**config.mk**
```make
export PLATFORM = sky130hd
export DESIGN_NAME = sleep_timer_queue
export DESIGN_NICKNAME = d
export VERILOG_FILES = /design/src/hdl/stq_pkg.sv /design/src/hdl/stq_ctrl.sv /design/src/hdl/stq_datapath.sv /design/src/hdl/sleep_timer_queue.sv
export SDC_FILE = /design/constraint.sdc
export NUM_CORES = 2
export LEC_CHECK = 0
export BUFFER_PORTS_ARGS = -buffer_cell sky130_fd_sc_hd__buf_4
export CAP_MARGIN = 5
export CORE_MARGIN = 2
export CORE_UTILIZATION = 60
export CTS_CLUSTER_DIAMETER = 200
export DETAILED_ROUTE_END_ITERATION = 16
export MAX_ROUTING_LAYER = met4
export PLACE_DENSITY = 0.74
export SYNTH_ARGS = -nofsm -noshare
export SYNTH_HDL_FRONTEND = slang
export SYNTH_SLANG_ARGS = --single-unit
```
**constraint.sdc**
```tcl
create_clock -name aclk -period 15.1 [get_ports aclk]
set_input_delay 0 -clock aclk [delete_from_list [all_inputs] [get_ports aclk]]
set_output_delay 0 -clock aclk [all_outputs]
set_load 0.02 [all_outputs]
```
**src/hdl/stq_pkg.sv**
```systemverilog
// ----------------------------------------------------------------------------
// stq_pkg
// Shared types and constants for the sleep timer queue: result status codes,
// controller states and the command / status bundles between its parts.
// ----------------------------------------------------------------------------
package stq_pkg;

    // Default number of queue entries
    localparam int QUEUE_DEPTH_DEF = 16;
    // Most requesters released by a single tick
    localparam int MAX_WAKES       = 16;
    // Width of a tick count or wake time
    localparam int TIME_W          = 63;
    localparam int ID_W            = 8;
    localparam int TICKS_W         = 32;
    localparam int STATUS_W        = 3;
    // Saturation value of the tick counter and of wake times
    localparam logic [TIME_W-1:0] TIME_MAX = {TIME_W{1'b1}};
    // Width of the per-tick release counter
    localparam int WAKE_CNT_W = $clog2(MAX_WAKES + 1);

    // Result status codes
    typedef enum logic [STATUS_W-1:0] {
        STAT_QUEUED  = 3'd0,
        STAT_IGNORED = 3'd1,
        STAT_FULL    = 3'd2,
        STAT_WOKEN   = 3'd3,
        STAT_NONE    = 3'd4
    } stq_status_t;

    // Controller states
    typedef enum logic [1:0] {
        S_IDLE,
        S_SLEEP,
        S_TICK,
        S_WAKE
    } stq_state_t;

    // Controller to datapath
    typedef struct packed {
        logic        load;        // capture the accepted item
        logic        tick_inc;    // advance the tick counter
        logic        insert;      // place the pending wake time in order
        logic        pop;         // drop the front entry
        logic        emit;        // load the result register
        stq_status_t emit_status;
        logic        emit_last;
    } stq_cmd_t;

    // Datapath to controller
    typedef struct packed {
        logic out_free;   // result register can take a new result
        logic nonpos;     // captured sleep count is zero or negative
        logic full;       // queue holds QUEUE_DEPTH entries
        logic due;        // front entry is due at the current tick
        logic more;       // second entry is due at the current tick
    } stq_stat_t;

endpackage

```
**src/hdl/stq_ctrl.sv**
```systemverilog
// ----------------------------------------------------------------------------
// stq_ctrl
// Controller for the sleep timer queue: sequences item acceptance, sorted
// insert and the per-tick release of due requesters, one result per cycle while the result register is free.
// ----------------------------------------------------------------------------
module stq_ctrl (
    input  logic             aclk,
    input  logic             aresetn,
    input  logic             s_valid,
    output logic             s_ready,
    input  logic             s_action,
    input  stq_pkg::stq_stat_t stat,
    output stq_pkg::stq_cmd_t  cmd
);
    import stq_pkg::*;

    stq_state_t            state_reg, state_next;
    logic [WAKE_CNT_W-1:0] wake_cnt_reg, wake_cnt_next;
    logic                  can_wake;
    logic                  more_ok;

    // Hold the state and the release counter
    always_ff @(posedge aclk) begin
        if (!aresetn) begin
            state_reg    <= S_IDLE;
            wake_cnt_reg <= '0;
        end else begin
            state_reg    <= state_next;
            wake_cnt_reg <= wake_cnt_next;
        end
    end

    // Limit the number of releases per tick
    assign can_wake = stat.due && (wake_cnt_reg < WAKE_CNT_W'(MAX_WAKES));
    assign more_ok  = stat.more &&
                      ((WAKE_CNT_W+1)'(wake_cnt_reg) + (WAKE_CNT_W+1)'(1)
                       < (WAKE_CNT_W+1)'(MAX_WAKES));

    // Next state and commands
    always_comb begin
        state_next      = state_reg;
        wake_cnt_next   = wake_cnt_reg;
        s_ready         = 1'b0;
        cmd.load        = 1'b0;
        cmd.tick_inc    = 1'b0;
        cmd.insert      = 1'b0;
        cmd.pop         = 1'b0;
        cmd.emit        = 1'b0;
        cmd.emit_status = STAT_QUEUED;
        cmd.emit_last   = 1'b1;
        case (state_reg)
            S_IDLE: begin
                s_ready = 1'b1;
                if (s_valid) begin
                    cmd.load   = 1'b1;
                    state_next = s_action ? S_TICK : S_SLEEP;
                end
            end
            S_SLEEP: begin
                if (stat.out_free) begin
                    cmd.emit   = 1'b1;
                    state_next = S_IDLE;
                    if (stat.nonpos) begin
                        cmd.emit_status = STAT_IGNORED;
                    end else if (stat.full) begin
                        cmd.emit_status = STAT_FULL;
                    end else begin
                        cmd.emit_status = STAT_QUEUED;
                        cmd.insert      = 1'b1;
                    end
                end
            end
            S_TICK: begin
                cmd.tick_inc  = 1'b1;
                wake_cnt_next = '0;
                state_next    = S_WAKE;
            end
            S_WAKE: begin
                if (stat.out_free) begin
                    cmd.emit = 1'b1;
                    if (can_wake) begin
                        // Release the front requester
                        cmd.emit_status = STAT_WOKEN;
                        cmd.emit_last   = !more_ok;
                        cmd.pop         = 1'b1;
                        wake_cnt_next   = wake_cnt_reg + WAKE_CNT_W'(1);
                        if (!more_ok) begin
                            state_next = S_IDLE;
                        end
                    end else begin
                        cmd.emit_status = STAT_NONE;
                        state_next      = S_IDLE;
                    end
                end
            end
            default: begin
                state_next = S_IDLE;
            end
        endcase
    end

endmodule

```
**src/hdl/stq_datapath.sv**
```systemverilog
// ----------------------------------------------------------------------------
// stq_datapath
// Datapath for the sleep timer queue: tick counter, sorted shift-line queue
// of wake times and ids, captured item and the result register.
// ----------------------------------------------------------------------------
module stq_datapath #(
    parameter int QUEUE_DEPTH = stq_pkg::QUEUE_DEPTH_DEF
) (
    input  logic                          aclk,
    input  logic                          aresetn,
    input  logic [stq_pkg::ID_W-1:0]      s_requester_id,
    input  logic signed [stq_pkg::TICKS_W-1:0] s_sleep_ticks,
    input  logic                          m_ready,
    output logic                          m_valid,
    output logic [stq_pkg::STATUS_W-1:0]  m_status,
    output logic [stq_pkg::ID_W-1:0]      m_woken_id,
    output logic [stq_pkg::TIME_W-1:0]    m_tick_now,
    output logic                          m_last,
    input  stq_pkg::stq_cmd_t             cmd,
    output stq_pkg::stq_stat_t            stat
);
    import stq_pkg::*;

    localparam int OCC_W = $clog2(QUEUE_DEPTH + 1);

    logic [TIME_W-1:0]   tick_reg;
    logic [OCC_W-1:0]    occ_reg;
    logic [TIME_W-1:0]   wake_times_reg [QUEUE_DEPTH];
    logic [ID_W-1:0]     waiting_ids_reg [QUEUE_DEPTH];
    logic [TIME_W-1:0]   wake_reg;
    logic [ID_W-1:0]     id_reg;
    logic                nonpos_reg;
    logic                m_valid_reg;
    stq_status_t         m_status_reg;
    logic [ID_W-1:0]     m_woken_id_reg;
    logic [TIME_W-1:0]   m_tick_now_reg;
    logic                m_last_reg;
    logic [TIME_W:0]     wake_sum;
    logic [QUEUE_DEPTH-1:0] le;
    logic [QUEUE_DEPTH-1:0] le_prev;

    // Wake time from the input count, saturated at the top of the range
    assign wake_sum = {1'b0, tick_reg} + (TIME_W+1)'(s_sleep_ticks[TICKS_W-2:0]);

    // Capture the accepted item
    always_ff @(posedge aclk) begin
        if (cmd.load) begin
            id_reg     <= s_requester_id;
            nonpos_reg <= s_sleep_ticks[TICKS_W-1] || (s_sleep_ticks == '0);
            wake_reg   <= wake_sum[TIME_W] ? TIME_MAX : wake_sum[TIME_W-1:0];
        end
    end

    // Advance the tick counter and track occupancy
    always_ff @(posedge aclk) begin
        if (!aresetn) begin
            tick_reg <= '0;
            occ_reg  <= '0;
        end else begin
            if (cmd.tick_inc && (tick_reg != TIME_MAX)) begin
                tick_reg <= tick_reg + TIME_W'(1);
            end
            if (cmd.insert) begin
                occ_reg <= occ_reg + OCC_W'(1);
            end else if (cmd.pop) begin
                occ_reg <= occ_reg - OCC_W'(1);
            end
        end
    end

    // Queue entries: each compares against the pending wake time, and
    // entries at or before it form a prefix of the sorted queue
    for (genvar i = 0; i < QUEUE_DEPTH; i++) begin : g_entry
        assign le[i] = (occ_reg > OCC_W'(i)) && (wake_times_reg[i] <= wake_reg);

        if (i == 0) begin : g_head
            assign le_prev[i] = 1'b0;
        end else begin : g_body
            assign le_prev[i] = le[i-1];
        end

        always_ff @(posedge aclk) begin
            if (cmd.insert) begin
                if (!le[i]) begin
                    if ((i == 0) || le_prev[i]) begin
                        wake_times_reg[i]  <= wake_reg;
                        waiting_ids_reg[i] <= id_reg;
                    end else begin
                        wake_times_reg[i]  <= wake_times_reg[(i == 0) ? 0 : i-1];
                        waiting_ids_reg[i] <= waiting_ids_reg[(i == 0) ? 0 : i-1];
                    end
                end
            end else if (cmd.pop && (i < QUEUE_DEPTH - 1)) begin
                wake_times_reg[i]  <= wake_times_reg[(i < QUEUE_DEPTH - 1) ? i+1 : i];
                waiting_ids_reg[i] <= waiting_ids_reg[(i < QUEUE_DEPTH - 1) ? i+1 : i];
            end
        end
    end

    // Due checks on the two front entries
    assign stat.due = (occ_reg != '0) && (wake_times_reg[0] <= tick_reg);
    if (QUEUE_DEPTH > 1) begin : g_more
        assign stat.more = (occ_reg > OCC_W'(1)) && (wake_times_reg[1] <= tick_reg);
    end else begin : g_no_more
        assign stat.more = 1'b0;
    end

    assign stat.nonpos   = nonpos_reg;
    assign stat.full     = (occ_reg == OCC_W'(QUEUE_DEPTH));
    assign stat.out_free = !m_valid_reg || m_ready;

    // Result register: load on emit, drop after the transfer
    always_ff @(posedge aclk) begin
        if (!aresetn) begin
            m_valid_reg <= 1'b0;
        end else if (cmd.emit) begin
            m_valid_reg <= 1'b1;
        end else if (m_ready) begin
            m_valid_reg <= 1'b0;
        end
    end

    always_ff @(posedge aclk) begin
        if (cmd.emit) begin
            m_status_reg   <= cmd.emit_status;
            m_woken_id_reg <= (cmd.emit_status == STAT_WOKEN) ? waiting_ids_reg[0] : '0;
            m_tick_now_reg <= tick_reg;
            m_last_reg     <= cmd.emit_last;
        end
    end

    assign m_valid    = m_valid_reg;
    assign m_status   = m_status_reg;
    assign m_woken_id = m_woken_id_reg;
    assign m_tick_now = m_tick_now_reg;
    assign m_last     = m_last_reg;

endmodule

```
**src/hdl/sleep_timer_queue.sv**
```systemverilog
// ----------------------------------------------------------------------------
// sleep_timer_queue
// Sorted alarm queue for sleeping requesters, with a saturating tick counter.
// ----------------------------------------------------------------------------
// A sleep item (action 0) with a positive count queues wake time now + count
// behind any equal times and returns one result: queued, ignored for a count
// of zero or less, or rejected when full. A tick item (action 1) advances
// the counter and returns one result per released requester, front first,
// up to sixteen, or a single "none woken" result; the final result of an
// item has last set. The block takes one item at a time. A sleep item is
// captured with its wake-time add, then inserted as its result is loaded;
// the insert compares every entry in parallel and shifts the tail. A tick
// item advances the counter, then the controller emits one result per
// cycle through a single result register while m_ready does not stall it.
// No clearing pass is needed after reset.
module sleep_timer_queue #(
    parameter int QUEUE_DEPTH = stq_pkg::QUEUE_DEPTH_DEF
) (
    input  logic                               aclk,
    input  logic                               aresetn,
    input  logic                               s_valid,
    output logic                               s_ready,
    input  logic                               s_action,
    input  logic [stq_pkg::ID_W-1:0]           s_requester_id,
    input  logic signed [stq_pkg::TICKS_W-1:0] s_sleep_ticks,
    output logic                               m_valid,
    input  logic                               m_ready,
    output logic [stq_pkg::STATUS_W-1:0]       m_status,
    output logic [stq_pkg::ID_W-1:0]           m_woken_id,
    output logic [stq_pkg::TIME_W-1:0]         m_tick_now,
    output logic                               m_last
);
    import stq_pkg::*;

    stq_cmd_t  cmd;
    stq_stat_t stat;

    // Sequence the work
    stq_ctrl u_ctrl (
        .aclk     (aclk),
        .aresetn  (aresetn),
        .s_valid  (s_valid),
        .s_ready  (s_ready),
        .s_action (s_action),
        .stat     (stat),
        .cmd      (cmd)
    );

    // Hold the queue and the result
    stq_datapath #(
        .QUEUE_DEPTH (QUEUE_DEPTH)
    ) u_datapath (
        .aclk           (aclk),
        .aresetn        (aresetn),
        .s_requester_id (s_requester_id),
        .s_sleep_ticks  (s_sleep_ticks),
        .m_ready        (m_ready),
        .m_valid        (m_valid),
        .m_status       (m_status),
        .m_woken_id     (m_woken_id),
        .m_tick_now     (m_tick_now),
        .m_last         (m_last),
        .cmd            (cmd),
        .stat           (stat)
    );

endmodule

```
======== Word level (Yosys, flattened, before mapping) ========
Memories as Yosys holds them, arrays and structs flattened.
Cells that the tools add are included.
word-level totals
  memories kept ........................... 2
  flip-flop bits (word level) ............. 223
  bits in writable memories ............... 1136
  input port bits ......................... 45
memories
  name                        depth  bits a word  read ports  clocked after Yosys merged registers in  write ports  RTL line            text
  u_datapath.wake_times_reg   16     63           16          0                                        16           stq_datapath.sv:28  logic [TIME_W-1:0] wake_times_reg [QUEUE_DEPTH];
  u_datapath.waiting_ids_reg  16     8            16          0                                        16           stq_datapath.sv:29  logic [ID_W-1:0] waiting_ids_reg [QUEUE_DEPTH];
operators by class
  muxes and demuxes ....................... 216
  reductions and logical operators ........ 34
  add/sub/neg operators ................... 6
  order comparisons ....................... 36
  bitwise logic cells ..................... 60
  eq/ne operators ......................... 11
operators by type and width
  operator                                                        count
  2-to-1 mux 63 bit                                               30
  <= comparator 63 bit                                            18
  2-to-1 mux 8 bit                                                30
  2-to-1 mux 1 bit                                                138
  adder 63 x 31 -> 64 bit                                         1
  adder 63 x 1 -> 63 bit (second input constant)                  1
  inequality test 63 bit (second input constant)                  1
  OR 1 bit                                                        60
  greater-than comparator 5 x 4 -> 1 bit (second input constant)  8
  logical NOT 32 bit                                              1
  logical AND 1 bit                                               21
  greater-than comparator 5 x 3 -> 1 bit (second input constant)  4
  2-to-1 mux 5 bit                                                4
  2-to-1 mux 2 bit                                                8
  adder 5 x 1 -> 5 bit (second input constant)                    2
  greater-than comparator 5 x 1 -> 1 bit (second input constant)  2
  greater-than comparator 5 x 2 -> 1 bit (second input constant)  2
  case mux 5 bit (2 select lines)                                 1
  case mux 2 bit (4 select lines)                                 1
  case mux 4 bit (2 select lines)                                 1
  adder 5 x 1 -> 6 bit (second input constant)                    1
  less-than comparator 6 x 5 -> 1 bit (second input constant)     1
  2-to-1 mux 6 bit                                                1
  inequality test 2 bit (second input constant)                   3
  other kinds (17)                                                23

======== Logic depth before layout (Yosys ltp) ========
An unclocked memory read counts as a cell.
  depth after elaboration ................. 12
  depth in mapped cells ................... 17
  mapped depth without buffers ............ 13

======== Cells and area by module ========
From an unflattened synthesis, not the netlist that was laid out.
second synthesis, totals
  cells, all modules ...................... 8957
  area, all modules ....................... 92139.6 µm²
modules (own cells, without submodules)
  module        times used  area an instance (µm²)  cells an instance  sequential area each (µm²)
  stq_datapath  1           91696.7                 8902               39908.3
  stq_ctrl      1           442.9                   55                 140.1

======== Worst setup path before layout ========
No wires, ideal clock.
  kind .................................... flip-flop to flip-flop
  start ................................... register u_datapath.wake_reg[46]
  end ..................................... memory u_datapath.waiting_ids_reg[1][2] (netlist: u_datapath.waiting_ids_reg[0][10]), enable pin
  setup slack ............................. 7.254 ns
  arrival time ............................ 7.248 ns
  library setup time ...................... 0.598 ns
  stages on the path, launching flop included .. 11
  cells stage by stage .................... edfxtp_1 clkbuf_1 inv_1 ha_1 nand4_1 or2_2 nor3_1 nand3_1 nor2_1 a2111oi_0 o21ai_0
RTL lines
  item                      RTL line            text
  start: declaration        stq_datapath.sv:30  logic [TIME_W-1:0] wake_reg;
  start signal: assignment  stq_datapath.sv:50  wake_reg <= wake_sum[TIME_W] ? TIME_MAX : wake_sum[TIME_W-1:0];
  end: declaration          stq_datapath.sv:29

==> results_dict.tcl <==
set metrics [dict create \
    ys_types 82 \
    synth_warnings 0 \
    cts.clk_slew.worst_paths_ps 60 \
    dp_cells 10720 \
    cts_root_buf "clkbuf_16" \
    power_mw 11.74 \
    layout-drive-gt1-share 0.07083 \
    place.gp.congestion 0.9992 \
    io_pins 122 \
    cts.sinks 1359 \
    p_int_mw 7.909 \
    drv_slew 0 \
    drtIter0Drc 9344 \
    switching_share 0.3262 \
    max_slew_margin 0.08294 \
    nFillCells 11690 \
    grt_max_degree 233 \
    synth-main-ff-cell "edfxtp_1" \
    crit_path_end_kind "register" \
    dieHeight_um 395.0 \
    p_switching_mw 3.829 \
    grt_pass1_wl_mm 452.5 \
    power_density_nw_per_um2 116.7 \
    rsz0062_at_grt "no" \
    drt_wl_total_mm 304.2 \
    cts_buffer_depth 3 \
    synthArstFlopShare 0 \
    grt_usage 0.3918 \
    setup_tns_ps 0 \
    instances_no_fill 11090 \
    post-route-min-period_ps 8317 \
    drtPass1Iterations 8 \
    yosys_register_bits 1359 \
    setup.worst_path.start "u_datapath.tick_reg[31]" \
    antenna_found_initial 13 \
    dp.final_hpwl_mm 217.6 \
    power_frac_clock 0.328 \
    pwr-share-seq 0.433 \
    worst_pin_slew_ps 1357 \
    avgSynthCellArea_um2 10.34 \
    synthCells 8874 \
    synth_edf_count 1283 \
    p_leak_nw 42.43 \
    syn-num-nets 10090 \
    fmax_ghz 0.1202 \
    worstPathRequired_ps 15620 \
    outcome "completed" \
    peakVddDrop_mv 0.1031 \
    startpoint_type "register" \
    ys_seq_area_frac 0.4366 \
    fin_crit_sh 0.5508 \
    dp_slack_ps 7383 \
    overflow 0 \
    hold_viol 0 \
    cts_buffers 155 \
    io_buffers 121 \
    clk_latency_ps 830 \
    setup_ws_ps 6783 \
    path_max_fanout 122 \
    ant_nets 0 \
    nets 10140 \
    die-area_um2 156000 \
    hp-start "s_sleep_ticks[0]" \
    core_um2 151900 \
    combPwrFrac 0.239 \
    rows 143 \
    arrival_ps 8840 \
    num_vias 75410 \
    netlist_area_um2 91730 \
    regToRegStartpoint "u_datapath.tick_reg[31]" \
    hold_path_class "primary input to register" \
    cts_tree "built" \
    htreeDepth 4 \
    grt_pass1_vias 73160 \
    largest_register_ff_count 1008 \
    via_per_inst 6.799 \
    area_delta_synth_final_pct 9.610 \
    cap_viol_max_count 0 \
    dieWidth_um 395.0 \
    drc 0 \
    critPathKind "register to register" \
    fin_skew_ps 25.00 \
    start_util 0.6039 \
    cts_resized 0 \
    setup_viol 0 \
    post_drt_wl_per_cell_um 27.43 \
]
-- repair_timing --
action | in CTS | in global routing
buffers inserted | 0 | 0
hold buffers | 75 | 0
hold endpoints to repair | 136 | 0
-- per-stage QoR --
step                      hold WS (ps)  cell area, µm²    util
after floorplan                  98.87           91730       -
after global placement           177.9           94740  0.6237
after detailed placement         179.6           94760  0.6238
after CTS                        130.0          100500  0.6616
after global routing             194.4          100500  0.6619
final                            174.7          100600  0.6619
-- worst max-delay path, cell delays in order, from the launching register on --
cell,delay [ps]
dfxtp_1,580
inv_1,210
ha_1,320
and4_1,220
nor4bb_2,180
buf_4,190
nand2_1,140
a21oi_1,270
nor4_2,1080
a21oi_1,340
nor3_2,540
buf_4,780
buf_4,730
buf_4,910
buf_4,900
mux2i_1,260
o21ai_0,90
-- cells by family (layout without fill, tap and decap cells) --
family          after synthesis  after routing  share of synthesized area
compound gates             2167           2167                     0.1327
xor+xnor                     87             87                   0.008306
fa+ha+maj                  1173           1173                     0.1601
buf+inv                     638            814                    0.02780
flops                      1359           1359                     0.4366
mux                        1065           1065                     0.1172
other cells                   0             12                          0
simple gates               2385           2385                     0.1174
-- power by group through the flow --
| stage | registers (mW) | logic (mW) | clock network (mW) |
|---|---|---|---|
| floorplan | 4.98 | 1.81 | 0 |
| global placement | 5.12 | 2.56 | 0 |
| detailed placement | 5.13 | 2.71 | 0 |
| CTS | 5.05 | 2.75 | 3.85 |
| global route | 5.10 | 3.06 | 4.00 |
| finish | 5.08 | 2.81 | 3.85 |
-- placed cells by master, fill, tap and decap left out, types with 12 or more instances in the layout --
master	count
nand2_1	1400
edfxtp_1	1283
o21ai_0	1242
ha_1	1172
mux2i_1	994
a21oi_1	433
buf_4	273
nand4_1	232
nand3_1	199
inv_1	179
nor2_1	173
a21o_1	167
clkbuf_16	157
a211oi_1	78
xnor2_1	76
dfxtp_1	76
dlygate4sd3_1	75
nor3_1	72
mux2_2	71
and2_1	62
nor4_1	35
and4_1	32
clkbuf_1	32
clkinv_1	29
a221oi_1	28
a31oi_1	27
and3_1	25
nor2b_1	24
clkinv_2	24
nand2_4	22
o21a_1	21
or3_1	21
nand2b_1	20
a2111oi_0	20
o211ai_1	17
a21boi_0	15
o31ai_1	14
bufinv_16	13
diode_2	12
o221ai_1	12
-- cell type report --
type                       count  area (µm²)  share of cell area
antenna                       12       30.03           0.0002986
clock buffer                 195        4131             0.04109
clock inverter                88       863.3            0.008586
inverter                     182       685.7            0.006819
multi-input combinational   6877       49430              0.4916
sequential                  1359       40050              0.3983
tap                         2030        2540             0.02526
timing repair buffer         349        2820             0.02805
-- synthesized netlist by cell type (all sizes together) (6+ instances only) --
library cell / n / area (µm²)
o21a: 21 / 157.7
dfxtp: 76 / 1521
o211ai: 17 / 127.6
nand3b: 10 / 75.07
a21oi: 434 / 2172
xnor2: 76 / 665.6
a31oi: 27 / 168.9
inv: 182 / 683.2
and4: 32 / 280.3
a21boi: 16 / 120.1
a221oi: 28 / 245.2
nand2: 1425 / 5354
nor4: 42 / 277.8
and2: 64 / 400.4
a221o: 6 / 60.06
clkbuf: 310 / 1164
o21bai: 10 / 75.07
and3: 25 / 156.4
a211o: 7 / 61.31
xor2: 11 / 96.34
o22ai: 10 / 62.56
ha: 1172 / 14660
a21o: 167 / 1254
a211oi: 78 / 585.6
nand2b: 20 / 125.1
mux2: 71 / 799.5
nor2b: 24 / 150.1
o21ai: 1253 / 6271
nand3: 199 / 996.0
o31a: 6 / 52.55
nor2: 175 / 659.4
a2111oi: 24 / 210.2
or4: 11 / 86.33
nand4: 233 / 1464
buf: 146 / 703.2
nor3: 73 / 365.4
o31ai: 15 / 112.6
or3: 22 / 137.6
or2: 16 / 100.1
edfxtp: 1283 / 38530
mux2i: 994 / 9950
o221ai: 12 / 105.1
-- worst paths after layout --
kind / to / slack [ps] / cells after the start
max: u_datapath.wake_times_reg[1][40] / 6780 / 16
min: u_datapath.wake_reg[0] / 170 / 4
max reg2reg: u_datapath.wake_times_reg[1][40] / 6780 / 16
min reg2reg: u_datapath.m_tick_now[10] / 500 / 0
-- metal layers --
metal	GRT usage	routed length [µm]
met2	0.5759	133600
met1	0.5035	118600
met3	0.08646	33460
met5	-	0
met4	0.2154	18540
Power figures use the tool's default switching activity.
